<file path="src/rtl/core/assert_macros.svh">
// assertion macros shared by the mpeg audio header scanner modules
`ifndef ASSERT_MACROS_SVH
`define ASSERT_MACROS_SVH

// plain property, clocked on clk_i and off during reset
`define MAHS_ASSERT(lbl, prop, msg) \
  lbl: assert property (@(posedge clk_i) disable iff (!rst_ni) prop) else $error(msg);

// same-cycle implication, clocked on clk_i and off during reset
`define MAHS_ASSERT_IMP(lbl, ante, cons, msg) \
  lbl: assert property (@(posedge clk_i) disable iff (!rst_ni) (ante) |-> (cons)) else $error(msg);

`endif

</file>
<file path="src/rtl/core/mahs_pkg.sv">
// types, constants and header tables of the mpeg audio header scanner
package mahs_pkg;

  localparam int unsigned MaxScan  = 4096;
  localparam int unsigned LimitW   = $clog2(MaxScan + 1);
  localparam int unsigned CountW   = 12;
  localparam int unsigned MinLimit = 4;
  localparam logic [11:0] ScanLimitRst = 12'd1024;

  localparam logic [7:0] SyncByte = 8'hFF;
  localparam logic [2:0] SyncTop  = 3'b111;

  // raw version bits of the header
  localparam logic [1:0] VbitsMpeg25 = 2'b00;
  localparam logic [1:0] VbitsRsv    = 2'b01;
  localparam logic [1:0] VbitsMpeg2  = 2'b10;

  // decoded version codes
  localparam logic [1:0] VerMpeg1  = 2'd0;
  localparam logic [1:0] VerMpeg2  = 2'd1;
  localparam logic [1:0] VerMpeg25 = 2'd2;

  localparam logic [1:0] LbitsRsv = 2'b00;

  typedef enum logic [1:0] {
    STAT_OK        = 2'd0,
    STAT_RSV_VER   = 2'd1,
    STAT_RSV_LAYER = 2'd2,
    STAT_NO_SYNC   = 2'd3
  } status_e;

  // request handed from the scanner to the result stage
  typedef struct packed {
    logic        valid;
    logic        found;
    logic [7:0]  b1;
    logic [7:0]  b2;
    logic [7:0]  b3;
    logic [11:0] offset;
  } hit_t;

  typedef struct packed {
    status_e     status;
    logic [11:0] header_offset;
    logic [1:0]  version;
    logic [1:0]  layer;
    logic        crc_protected;
    logic [8:0]  bitrate_kbps;
    logic [15:0] sample_rate_hz;
    logic        padding;
    logic [1:0]  channel_mode;
    logic [1:0]  mode_extension;
    logic [2:0]  flag_bits;
    logic [1:0]  emphasis;
  } res_t;

  localparam logic [8:0] BitrateTab [5][16] = '{
    '{9'd0, 9'd32, 9'd64, 9'd96, 9'd128, 9'd160, 9'd192, 9'd224,
      9'd256, 9'd288, 9'd320, 9'd352, 9'd384, 9'd416, 9'd448, 9'd0},
    '{9'd0, 9'd32, 9'd48, 9'd56, 9'd64, 9'd80, 9'd96, 9'd112,
      9'd128, 9'd160, 9'd192, 9'd224, 9'd256, 9'd320, 9'd384, 9'd0},
    '{9'd0, 9'd32, 9'd40, 9'd48, 9'd56, 9'd64, 9'd80, 9'd96,
      9'd112, 9'd128, 9'd160, 9'd192, 9'd224, 9'd256, 9'd320, 9'd0},
    '{9'd0, 9'd32, 9'd48, 9'd56, 9'd64, 9'd80, 9'd96, 9'd112,
      9'd128, 9'd144, 9'd160, 9'd176, 9'd192, 9'd224, 9'd256, 9'd0},
    '{9'd0, 9'd8, 9'd16, 9'd24, 9'd32, 9'd40, 9'd48, 9'd56,
      9'd64, 9'd80, 9'd96, 9'd112, 9'd128, 9'd144, 9'd160, 9'd0}
  };

  localparam logic [15:0] SampleRateTab [3][4] = '{
    '{16'd44100, 16'd48000, 16'd32000, 16'd0},
    '{16'd22050, 16'd24000, 16'd16000, 16'd0},
    '{16'd11025, 16'd12000, 16'd8000,  16'd0}
  };

  function automatic logic [8:0] bitrate_lookup(logic [2:0] row, logic [3:0] idx);
    logic [8:0] r;
    r = '0;
    if (row <= 3'd4) begin
      r = BitrateTab[row][idx];
    end
    return r;
  endfunction

  function automatic logic [15:0] sample_rate_lookup(logic [1:0] ver, logic [1:0] idx);
    logic [15:0] r;
    r = '0;
    if (ver <= VerMpeg25) begin
      r = SampleRateTab[ver][idx];
    end
    return r;
  endfunction

endpackage

</file>
<file path="src/rtl/core/mahs_scan.sv">
// input register, byte window, byte count and sync search
`include "assert_macros.svh"

module mahs_scan (
  input  logic              clk_i,
  input  logic              rst_ni,
  input  logic              in_valid_i,
  output logic              in_stall_o,
  input  logic [7:0]        data_byte_i,
  input  logic              start_of_file_i,
  input  logic [11:0]       scan_limit_i,
  input  logic              adv_i,
  output mahs_pkg::hit_t    hit_o
);

  logic                          in_v_q;
  logic [7:0]                    byte_q;
  logic                          sof_q;
  logic [23:0]                   win_q, win_d, win_eff;
  logic [mahs_pkg::CountW-1:0]   cnt_q, cnt_d, cnt_eff;
  logic                          done_q, done_d, done_eff;
  logic [mahs_pkg::LimitW-1:0]   limit, next_idx;
  logic                          sync, at_limit, proc;

  assign in_stall_o = in_v_q && !adv_i;
  assign proc       = in_v_q && adv_i;

  always_ff @(posedge clk_i or negedge rst_ni) begin
    if (!rst_ni) begin
      in_v_q <= 1'b0;
    end else if (!in_stall_o) begin
      in_v_q <= in_valid_i;
    end
  end

  always_ff @(posedge clk_i) begin
    if (!in_stall_o && in_valid_i) begin
      byte_q <= data_byte_i;
      sof_q  <= start_of_file_i;
    end
  end

  always_comb begin
    // start of file restarts the scan before this byte is looked at
    win_eff  = sof_q ? '0 : win_q;
    cnt_eff  = sof_q ? '0 : cnt_q;
    done_eff = sof_q ? 1'b0 : done_q;

    limit = mahs_pkg::LimitW'(scan_limit_i);
    if (limit > mahs_pkg::LimitW'(mahs_pkg::MaxScan)) begin
      limit = mahs_pkg::LimitW'(mahs_pkg::MaxScan);
    end
    if (limit < mahs_pkg::LimitW'(mahs_pkg::MinLimit)) begin
      limit = mahs_pkg::LimitW'(mahs_pkg::MinLimit);
    end
    next_idx = mahs_pkg::LimitW'(cnt_eff) + mahs_pkg::LimitW'(1);

    sync = (cnt_eff >= mahs_pkg::CountW'(3)) && (win_eff[23:16] == mahs_pkg::SyncByte)
           && (win_eff[15:13] == mahs_pkg::SyncTop);
    at_limit = next_idx >= limit;

    hit_o.valid  = proc && !done_eff && (sync || at_limit);
    hit_o.found  = sync;
    hit_o.b1     = win_eff[15:8];
    hit_o.b2     = win_eff[7:0];
    hit_o.b3     = byte_q;
    hit_o.offset = cnt_eff - mahs_pkg::CountW'(3);

    win_d  = win_q;
    cnt_d  = cnt_q;
    done_d = done_q;
    if (proc) begin
      win_d  = win_eff;
      cnt_d  = cnt_eff;
      done_d = done_eff;
      if (!done_eff) begin
        if (sync || at_limit) begin
          done_d = 1'b1;
        end else begin
          win_d = {win_eff[15:0], byte_q};
          cnt_d = cnt_eff + mahs_pkg::CountW'(1);
        end
      end
    end
  end

  always_ff @(posedge clk_i or negedge rst_ni) begin
    if (!rst_ni) begin
      win_q  <= '0;
      cnt_q  <= '0;
      done_q <= 1'b1;
    end else begin
      win_q  <= win_d;
      cnt_q  <= cnt_d;
      done_q <= done_d;
    end
  end

  `MAHS_ASSERT(a_done_after_hit, hit_o.valid |=> done_q, "scan not closed after a result")
  `MAHS_ASSERT(a_count_in_range, cnt_q != '1, "byte count ran past the scan range")

endmodule

</file>
<file path="src/rtl/core/mahs_out.sv">
// header field decode and result register
`include "assert_macros.svh"

module mahs_out (
  input  logic                  clk_i,
  input  logic                  rst_ni,
  input  mahs_pkg::hit_t        hit_i,
  output logic                  adv_o,
  output logic                  out_valid_o,
  input  logic                  out_stall_i,
  output mahs_pkg::res_t        res_o
);

  logic            out_v_q;
  mahs_pkg::res_t  res_q, res_d;
  logic [1:0]      vbits, lbits, ver, layer;
  logic [2:0]      row;

  assign adv_o       = !out_v_q || !out_stall_i;
  assign out_valid_o = out_v_q;
  assign res_o       = res_q;

  always_comb begin
    vbits = hit_i.b1[4:3];
    lbits = hit_i.b1[2:1];
    case (vbits)
      mahs_pkg::VbitsMpeg25: ver = mahs_pkg::VerMpeg25;
      mahs_pkg::VbitsMpeg2:  ver = mahs_pkg::VerMpeg2;
      default:               ver = mahs_pkg::VerMpeg1;
    endcase
    layer = 2'(3'd4 - {1'b0, lbits});
    if (ver == mahs_pkg::VerMpeg1) begin
      row = {1'b0, layer} - 3'd1;
    end else begin
      row = (layer == 2'd1) ? 3'd3 : 3'd4;
    end

    res_d = '0;
    if (!hit_i.found) begin
      res_d.status = mahs_pkg::STAT_NO_SYNC;
    end else begin
      res_d.header_offset = hit_i.offset;
      if (vbits == mahs_pkg::VbitsRsv) begin
        res_d.status = mahs_pkg::STAT_RSV_VER;
      end else if (lbits == mahs_pkg::LbitsRsv) begin
        res_d.status = mahs_pkg::STAT_RSV_LAYER;
      end else begin
        res_d.status         = mahs_pkg::STAT_OK;
        res_d.version        = ver;
        res_d.layer          = layer;
        res_d.crc_protected  = ~hit_i.b1[0];
        res_d.bitrate_kbps   = mahs_pkg::bitrate_lookup(row, hit_i.b2[7:4]);
        res_d.sample_rate_hz = mahs_pkg::sample_rate_lookup(ver, hit_i.b2[3:2]);
        res_d.padding        = hit_i.b2[1];
        res_d.channel_mode   = hit_i.b3[7:6];
        res_d.mode_extension = hit_i.b3[5:4];
        res_d.flag_bits      = {hit_i.b2[0], hit_i.b3[3], hit_i.b3[2]};
        res_d.emphasis       = hit_i.b3[1:0];
      end
    end
  end

  always_ff @(posedge clk_i or negedge rst_ni) begin
    if (!rst_ni) begin
      out_v_q <= 1'b0;
    end else if (adv_o) begin
      out_v_q <= hit_i.valid;
    end
  end

  always_ff @(posedge clk_i) begin
    if (adv_o && hit_i.valid) begin
      res_q <= res_d;
    end
  end

  `MAHS_ASSERT_IMP(a_nosync_clean, out_v_q && res_q.status == mahs_pkg::STAT_NO_SYNC,
    res_q.header_offset == '0 && res_q.bitrate_kbps == '0, "not-found result carries data")

endmodule

</file>
<file path="src/rtl/core/mpeg_audio_header_scanner.sv">
// the byte that completes the header passes the input register, then the result register, before its result is valid
// throughput: one byte request per cycle while in_stall_o is low, results drain through one result register
// rate set by the single pass from the input register through decode to the result register
// reset: scan idle until a start of file byte, scan limit 1024, no result pending
module mpeg_audio_header_scanner (
  input  logic        clk_i,
  input  logic        rst_ni,
  input  logic        cfg_we_i,
  input  logic [11:0] cfg_wdata_i,
  input  logic        in_valid_i,
  output logic        in_stall_o,
  input  logic [7:0]  data_byte_i,
  input  logic        start_of_file_i,
  output logic        out_valid_o,
  input  logic        out_stall_i,
  output logic [1:0]  status_o,
  output logic [11:0] header_offset_o,
  output logic [1:0]  version_o,
  output logic [1:0]  layer_o,
  output logic        crc_protected_o,
  output logic [8:0]  bitrate_kbps_o,
  output logic [15:0] sample_rate_hz_o,
  output logic        padding_o,
  output logic [1:0]  channel_mode_o,
  output logic [1:0]  mode_extension_o,
  output logic [2:0]  flag_bits_o,
  output logic [1:0]  emphasis_o
);

  logic [11:0]     scan_limit_q;
  logic            adv;
  mahs_pkg::hit_t  hit;
  mahs_pkg::res_t  res;

  always_ff @(posedge clk_i or negedge rst_ni) begin
    if (!rst_ni) begin
      scan_limit_q <= mahs_pkg::ScanLimitRst;
    end else if (cfg_we_i) begin
      scan_limit_q <= cfg_wdata_i;
    end
  end

  mahs_scan u_scan (
    .clk_i           (clk_i),
    .rst_ni          (rst_ni),
    .in_valid_i      (in_valid_i),
    .in_stall_o      (in_stall_o),
    .data_byte_i     (data_byte_i),
    .start_of_file_i (start_of_file_i),
    .scan_limit_i    (scan_limit_q),
    .adv_i           (adv),
    .hit_o           (hit)
  );

  mahs_out u_out (
    .clk_i       (clk_i),
    .rst_ni      (rst_ni),
    .hit_i       (hit),
    .adv_o       (adv),
    .out_valid_o (out_valid_o),
    .out_stall_i (out_stall_i),
    .res_o       (res)
  );

  assign status_o         = res.status;
  assign header_offset_o  = res.header_offset;
  assign version_o        = res.version;
  assign layer_o          = res.layer;
  assign crc_protected_o  = res.crc_protected;
  assign bitrate_kbps_o   = res.bitrate_kbps;
  assign sample_rate_hz_o = res.sample_rate_hz;
  assign padding_o        = res.padding;
  assign channel_mode_o   = res.channel_mode;
  assign mode_extension_o = res.mode_extension;
  assign flag_bits_o      = res.flag_bits;
  assign emphasis_o       = res.emphasis;

endmodule
</file>
<file path="config.mk">
export PLATFORM = sky130hd
export DESIGN_NAME = mpeg_audio_header_scanner
export DESIGN_NICKNAME = d
export VERILOG_FILES = /design/src/rtl/core/mahs_pkg.sv /design/src/rtl/core/mahs_scan.sv /design/src/rtl/core/mahs_out.sv /design/src/rtl/core/mpeg_audio_header_scanner.sv
export VERILOG_INCLUDE_DIRS = /design/src /design/src/rtl/core
export SDC_FILE = /design/constraint.sdc
export NUM_CORES = 1
export LEC_CHECK = 0
export BUFFER_PORTS_ARGS = -buffer_cell sky130_fd_sc_hd__buf_2
export CAP_MARGIN = 0
export CORE_AREA = 3 3 119 121
export DETAILED_ROUTE_END_ITERATION = 6
export DIE_AREA = 0 0 122 124
export GPL_ROUTABILITY_DRIVEN = 0
export PLACE_DENSITY = 0.72
export SETUP_SLACK_MARGIN = 0.15
export SLEW_MARGIN = 20
export SYNTH_ARGS = -nofsm -noshare
export SYNTH_HDL_FRONTEND = slang
export SYNTH_SLANG_ARGS = --single-unit
</file>
<file path="constraint.sdc">
create_clock -name clk_i -period 18 [get_ports clk_i]
set_input_delay 2.7 -clock clk_i [delete_from_list [all_inputs] [get_ports clk_i]]
set_output_delay 2.7 -clock clk_i [all_outputs]
set_load 0.005 [all_outputs]
</file>
* After elaboration in Yosys (flattened, before gate mapping)
Memory sizes are Yosys's and may differ from the RTL's.
Cells that the tools add are included.
** Word-level totals
- Logic and storage cells :: 99
- Memories :: 1
- Input bits :: 26
- Output and inout port bits :: 56
- Memory bits (read-only) :: 1152
- Register bits :: 114
** Memory list
- (no name shown) :: depth 8, width 144, read ports 1, clocked after Yosys merged registers in 0, wr ports 0, line mahs_pkg.sv:80 : r = BitrateTab[row][idx];
** Operators by class
- Reduce and logical (&&, ||, !) cells :: 22
- Multiplexer cells :: 27
- Order comparisons :: 10
- $add $sub $neg :: 5
- Bitwise gates (word level) :: 8
- Equal/unequal tests :: 5
** Operators by type and width (count)
- $mux W144 :: 2
- $bmux W64 S2 :: 1
- $mux W64 :: 2
- $mux W24 :: 3
- $bmux W9 S4 :: 1
- $mux W12 :: 3
- $bmux W16 S2 :: 1
- $mux W16 :: 2
- $mux W13 :: 2
- $mux W9 :: 2
- $add A12 B1 Y13 const B :: 1
- $ge A13 B13 Y1 :: 1
- $gt A12 B13 Y1 const B :: 1
- $lt A13 B3 Y1 const B :: 1
- $add A12 B1 Y12 const B :: 1
- $ge A12 B2 Y1 const B :: 1
- $sub A12 B2 Y12 const B :: 1
- $eq A8 B8 Y1 const B :: 1
- $logic_and A1 B1 Y1 :: 8
- $reduce_or A4 Y1 :: 2
- $ge A3 B3 Y1 const B :: 2
- $logic_not A2 Y1 :: 3
- $mux W3 :: 2
- $not A2 Y3 :: 2
- other kinds (19) :: 31

* Logic depth before layout (Yosys ltp)
- Depth after elaboration :: 12
- Gate-level depth with buffers :: 20
- Gate-level depth less buffers :: 14

* By module
A second synthesis with hierarchy kept.
** Unflattened totals
- Cell total of the unflattened synthesis :: 623
- Area total of the unflattened synthesis :: 6304.8 um^2
** By module, submodules not included
- mahs_scan :: area an instance 2979.1 um^2, cells each 338, instances 1, sequential area each 1222.4 um^2
- mahs_out :: area an instance 2840.2 um^2, cells each 260, instances 1, sequential area each 1496.4 um^2
- mpeg_audio_header_scanner :: area an instance 485.5 um^2, cells each 25, instances 1, sequential area each 301.5 um^2

* Worst setup path before layout
OpenSTA, ideal clock, no wires.
- Path type :: register -> register
- Start point :: register u_scan.sof_q
- End point :: register u_out.res_q (netlist bit u_out.res_o[0]) (enable)
- Data arrival time :: 5.452 ns
- Period minus slack after synthesis :: 5.908 ns
- Slack :: 12.092 ns
- Library setup time :: 0.456 ns
- Buffers on the path :: 5
- Cell stages (with the launch flop) :: 20
- Required time :: 17.544 ns
- Path through :: edfxtp_1 > clkbuf_1 > clkbuf_1 > clkbuf_1 > clkbuf_1 > nor2b_1 > ha_1 > nand4_1 > or3_1 > nor2_1 > xnor2_1 > nor2_1 > ha_1 > nand3_1 > a211oi_1 > a22o_4 > or4b_4 > buf_6 > nand2_1 > nor2_1
** On the way
- Longest elaborated chain between the ends :: 7
- Elaborated cells on any way between the ends :: 15
- Those cells by class :: add/sub (1); order compare (2); eq/ne (2); mux (3); reduce/logical (7)
** Ends and longest elaborated chain
- start, declared :: line mahs_scan.sv:18 : logic sof_q;
- start signal, assigned :: line mahs_scan.sv:39 : sof_q <= start_of_file_i;
- parallel branches: the longest is 5 deep, another holds $add A12 B1 Y13
- $logic_and A1 B1 Y1 (*) :: line mahs_scan.sv:62 : hit_o.valid = proc && !done_eff && (sync || at_limit);
- $logic_and A1 B1 Y1 (*) :: line mahs_out.sv:72 : if (adv_o && hit_i.valid) begin
- end signal, assigned :: line mahs_out.sv:73 : res_q <= res_d;
- end, declared :: line mahs_out.sv:15 : mahs_pkg::res_t res_q, res_d;
Mark *: on every way between the ends.
A chain may end at the register's enable or synchronous reset.

* Worst setup path after layout
- Start point :: input out_stall_i
- End point :: output in_stall_o
** On the way
- Longest elaborated chain between the ends :: 4
** Ends and longest elaborated chain
- start, declared :: line mpeg_audio_header_scanner.sv:15 : input logic out_stall_i,
- $logic_not A1 Y1 :: line mahs_out.sv:19 : assign adv_o = !out_v_q || !out_stall_i;
- $logic_or A1 B1 Y1 :: line mahs_out.sv:19
- $logic_not A1 Y1 :: line mahs_scan.sv:25 : assign in_stall_o = in_v_q && !adv_i;
- $logic_and A1 B1 Y1 :: line mahs_scan.sv:25
- end, declared :: line mpeg_audio_header_scanner.sv:11 : output logic in_stall_o,
No other way between the ends.

==> results.json <==
{
  "fillerInstances": 1177,
  "tns_ps": 0,
  "die_width_um": 122,
  "tightest_slew_ps": 841,
  "fmax_mhz": 173,
  "top_usage_layer": "met2",
  "power_frac_clock_pct": 25.6,
  "pwr_density_cell_nw_per_um2": 117,
  "r2r-end": "u_scan.win_q[12]",
  "hp-class": "reg2reg",
  "netSwitchingFraction_pct": 35.4,
  "grt_pass1_wl_um": 21800,
  "avgRoutedWirePerCell_um": 16.3,
  "grt_use_met3_pct": 3.72,
  "vdd_drop_max_mv": 0.0596,
  "endpoint_kind": "output pin",
  "p_sw_mw": 0.272,
  "worst_r2r_startpoint": "u_scan.sof_q",
  "finalNonFillerCells": 811,
  "drive_gt1_share_pct": 18.0,
  "min_from": "u_scan.win_q[19]",
  "fin_crit_ps": 5770,
  "worstSetupStartpointType": "input pin",
  "p_leak_nw": 2.65,
  "cpPeakStageDelay_ps": 120,
  "reg2reg_depth": 16,
  "critPathTopFamily": "buffers and inverters",
  "cts.sinks": 109,
  "ant_nets": 0,
  "num_antenna_cells": 0,
  "met1_usage_pct": 25.3,
  "first_pass_iters": 5,
  "ys_seq_area_share_pct": 51.6,
  "wl_um": 13200,
  "path_max_fanout": 3,
  "synth_cell_types": 65,
  "io_pins": 82,
  "core_area_um2": 13200,
  "die_h_um": 124,
  "cts_resized": 0,
  "critPathSlowestCell": "buf_2",
  "hold-path-endpoint": "u_scan.win_q[19]",
  "vias": 4678,
  "synth-main-ff-cell": "edfxtp_1",
  "worstSetupPathType": "in2out",
  "cts_tree": "yes",
  "overflow": 0,
  "groute.usage.overall_pct": 18.2,
  "clk_pin_slew_ps": 70,
  "finalHoldViolations": 0,
  "period_share_pct": 32.1,
  "arrival_ps": 3070,
  "yosysTopAreaCellShare_pct": 29.7,
  "ys_ff_latch": 109,
  "synth_edf_count": 58,
  "synth_top_cell_by_area": "edfxtp_1",
  "start_util_pct": 44.4,
  "timing.critical_path.buf_inv": 3,
  "netlist_area_um2": 5850,
  "setup_ws_ps": 12230,
  "skew_ps": 10.4,
  "yosys-top-cells-area": "edfxtp_1 (30%), dfrtp_1 (21%), nand2_1 (4.5%)",
  "cts_setup_buffers": 0,
  "outcome": "complete, no violations",
  "rsz0062_at_grt": "false",
  "area_growth_pct": 12.4,
  "cts-root-buf": "clkbuf_16",
  "fin_area_um2": 6580,
  "whs_path_depth": 1,
  "cts-buffers-inserted": 9,
  "rows": 42,
  "yosys_warnings": 0,
  "drt_iter0_drc": 491,
  "crit_chain": "buf_2 > nand3_1 > inv_1 > buf_2",
  "cp_common_cell": "buf_2",
  "async_reset_ff_share_pct": 46.8,
  "cp.required_ps": 15300,
  "synth.avg_cell_area_um2": 10.0,
  "clk_latency_ps": 350,
  "p_seq_share_pct": 46.4,
  "place_area_um2": 6270,
  "cts_buffer_depth": 2,
  "slew_headroom_pct": 43.8,
  "fin_nets": 671,
  "post-place-ws_ps": 12230,
  "drv_cap": 0,
  "drcViolationCount": 0,
  "die-area_um2": 15100,
  "htreeDepth": 3,
  "grtUsageMet2_pct": 28.2,
  "synthCells": 584,
  "port_buffers": 77,
  "dp_hpwl_um": 9120,
  "finalMaxSlewViolations": 0,
  "grt_pass1_vias": 4309,
  "antenna_found_initial": 0,
  "dp.cells": 795,
  "grt_max_degree": 52,
  "p_int_mw": 0.496,
  "finalSetupViolCount": 0,
  "ff2ff_setup_slack_ps": 12810,
  "comb_power_share_pct": 28.0,
  "cts_hold_buf": 0,
  "vias_per_cell": 5.77
}
## cell type report
type	count	area (um^2)	share of cell area (%)
sequential	109	3020	45.9
inverter	18	67.6	1.03
multi-input combinational	411	2550	38.8
clock buffer	11	264	4.01
timing repair buffer	81	418	6.35
tap	176	220	3.35
clock inverter	5	38.8	0.589
## how the worst max path moves through the flow
stage            startpoint        endpoint  slack, ps  depth (start not counted)
6_report        out_stall_i      in_stall_o      12230                          4
5_1_grt         out_stall_i      in_stall_o      12180                          4
4_1_cts         out_stall_i      in_stall_o      12220                          4
2_1_floorplan  u_scan.sof_q  u_out.res_o[0]      12090                         19
3_3_place_gp    out_stall_i      in_stall_o      12250                          4
3_5_place_dp    out_stall_i      in_stall_o      12230                          4
## power groups by stage
stage                     logic (mW)  registers [mW]  clock network [mW]
final                          0.215           0.356               0.196
after global routing           0.239           0.362               0.212
after CTS                      0.213           0.354               0.201
after detailed placement       0.211           0.359                   0
after global placement         0.204           0.356                   0
after floorplan                0.188           0.326                   0
## registers in the layout (all words and copies together), names as in the netlist
signal / flops
u_out.res_o: 49
u_scan.win_q: 24
scan_limit_q: 12
u_scan.cnt_q: 12
u_scan.byte_q: 8
u_out.out_valid_o: 1
u_scan.done_q: 1
u_scan.in_v_q: 1
u_scan.sof_q: 1
## worst reg2reg max path: cells and delay by family, from the launching register on
kind / cells / cell delay [ps]
AND/OR/NAND/NOR: 8 / 2150
flip-flops: 1 / 370
AO/OA/AOI/OAI: 3 / 970
adder cells (fa/ha/maj): 2 / 880
XOR/XNOR: 1 / 130
buffers and inverters: 2 / 560
## placed cells by master, fill, tap and decap left out, types with 5 or more instances in the layout
master     netlist  routed
o221ai_1         7       7
dfrtp_1         49      49
nand2_1         70      70
mux2i_1          5       5
and3_1           6       6
xnor2_1         13      13
nand2b_1         9       9
nor4_1          10      10
a22o_1          18      18
and2_1          15      15
nand4_1          7       7
o21ai_0         29      29
or3_1            7       7
inv_1           17      17
ha_1            15      15
nor2b_1         13      13
buf_2            1      76
edfxtp_1        58      58
or4_1            6       6
nor2_1          46      45
nor3_1          14      14
buf_4            6       5
or2_2            5       5
nand3_1         12      12
o211ai_1         5       5
a21oi_1         34      34
clkbuf_16        0      10
## cells in the mapped netlist (4+ instances only)
library cell,number
clkbuf_1,35
inv_1,17
nand3_1,12
or2_2,5
a211oi_1,4
a22o_1,18
edfxtp_1,58
buf_6,4
nor3_1,14
o21ai_0,29
nand2_1,70
xnor2_1,13
dfrtp_1,49
and2_1,15
and3_1,6
mux2i_1,5
nand2b_1,9
nor2_1,46
o221ai_1,7
nand4_1,7
a31oi_1,4
o211ai_1,5
buf_4,6
nor4_1,10
or4_1,6
nor2b_1,13
or3_1,7
a21oi_1,34
xor2_1,4
ha_1,15
## metal layers
layer  part of all wire (%)  vias to the layer above
met5                      0                        -
met4                    2.3                        0
met1                     45                     2205
li1                       -                     2207
met2                     45                      238
met3                    8.0                       28
## stage by stage
step / total power [mW] / hold WS (ps) / utilization (%)
4_1_cts: 0.768 / 494 / 49.8
3_5_place_dp: 0.569 / 473 / 47.5
5_1_grt: 0.814 / 503 / 49.9
6_report: 0.768 / 490 / 49.9
2_1_floorplan: 0.514 / 456 / -
3_3_place_gp: 0.560 / 470 / 47.5
## cells by family (layout without fill, tap and decap cells)
group / after synthesis / in the layout / share of synthesized area (%)
other cells: 1 / 4 / 0.0641
fa+ha+maj: 15 / 15 / 3.21
xor+xnor: 17 / 17 / 2.54
compound gates: 133 / 133 / 15.5
mux: 8 / 8 / 1.43
simple gates: 234 / 234 / 20.5
flops: 109 / 109 / 51.6
buf+inv: 67 / 115 / 5.21
Power figures use the tool's default switching activity.
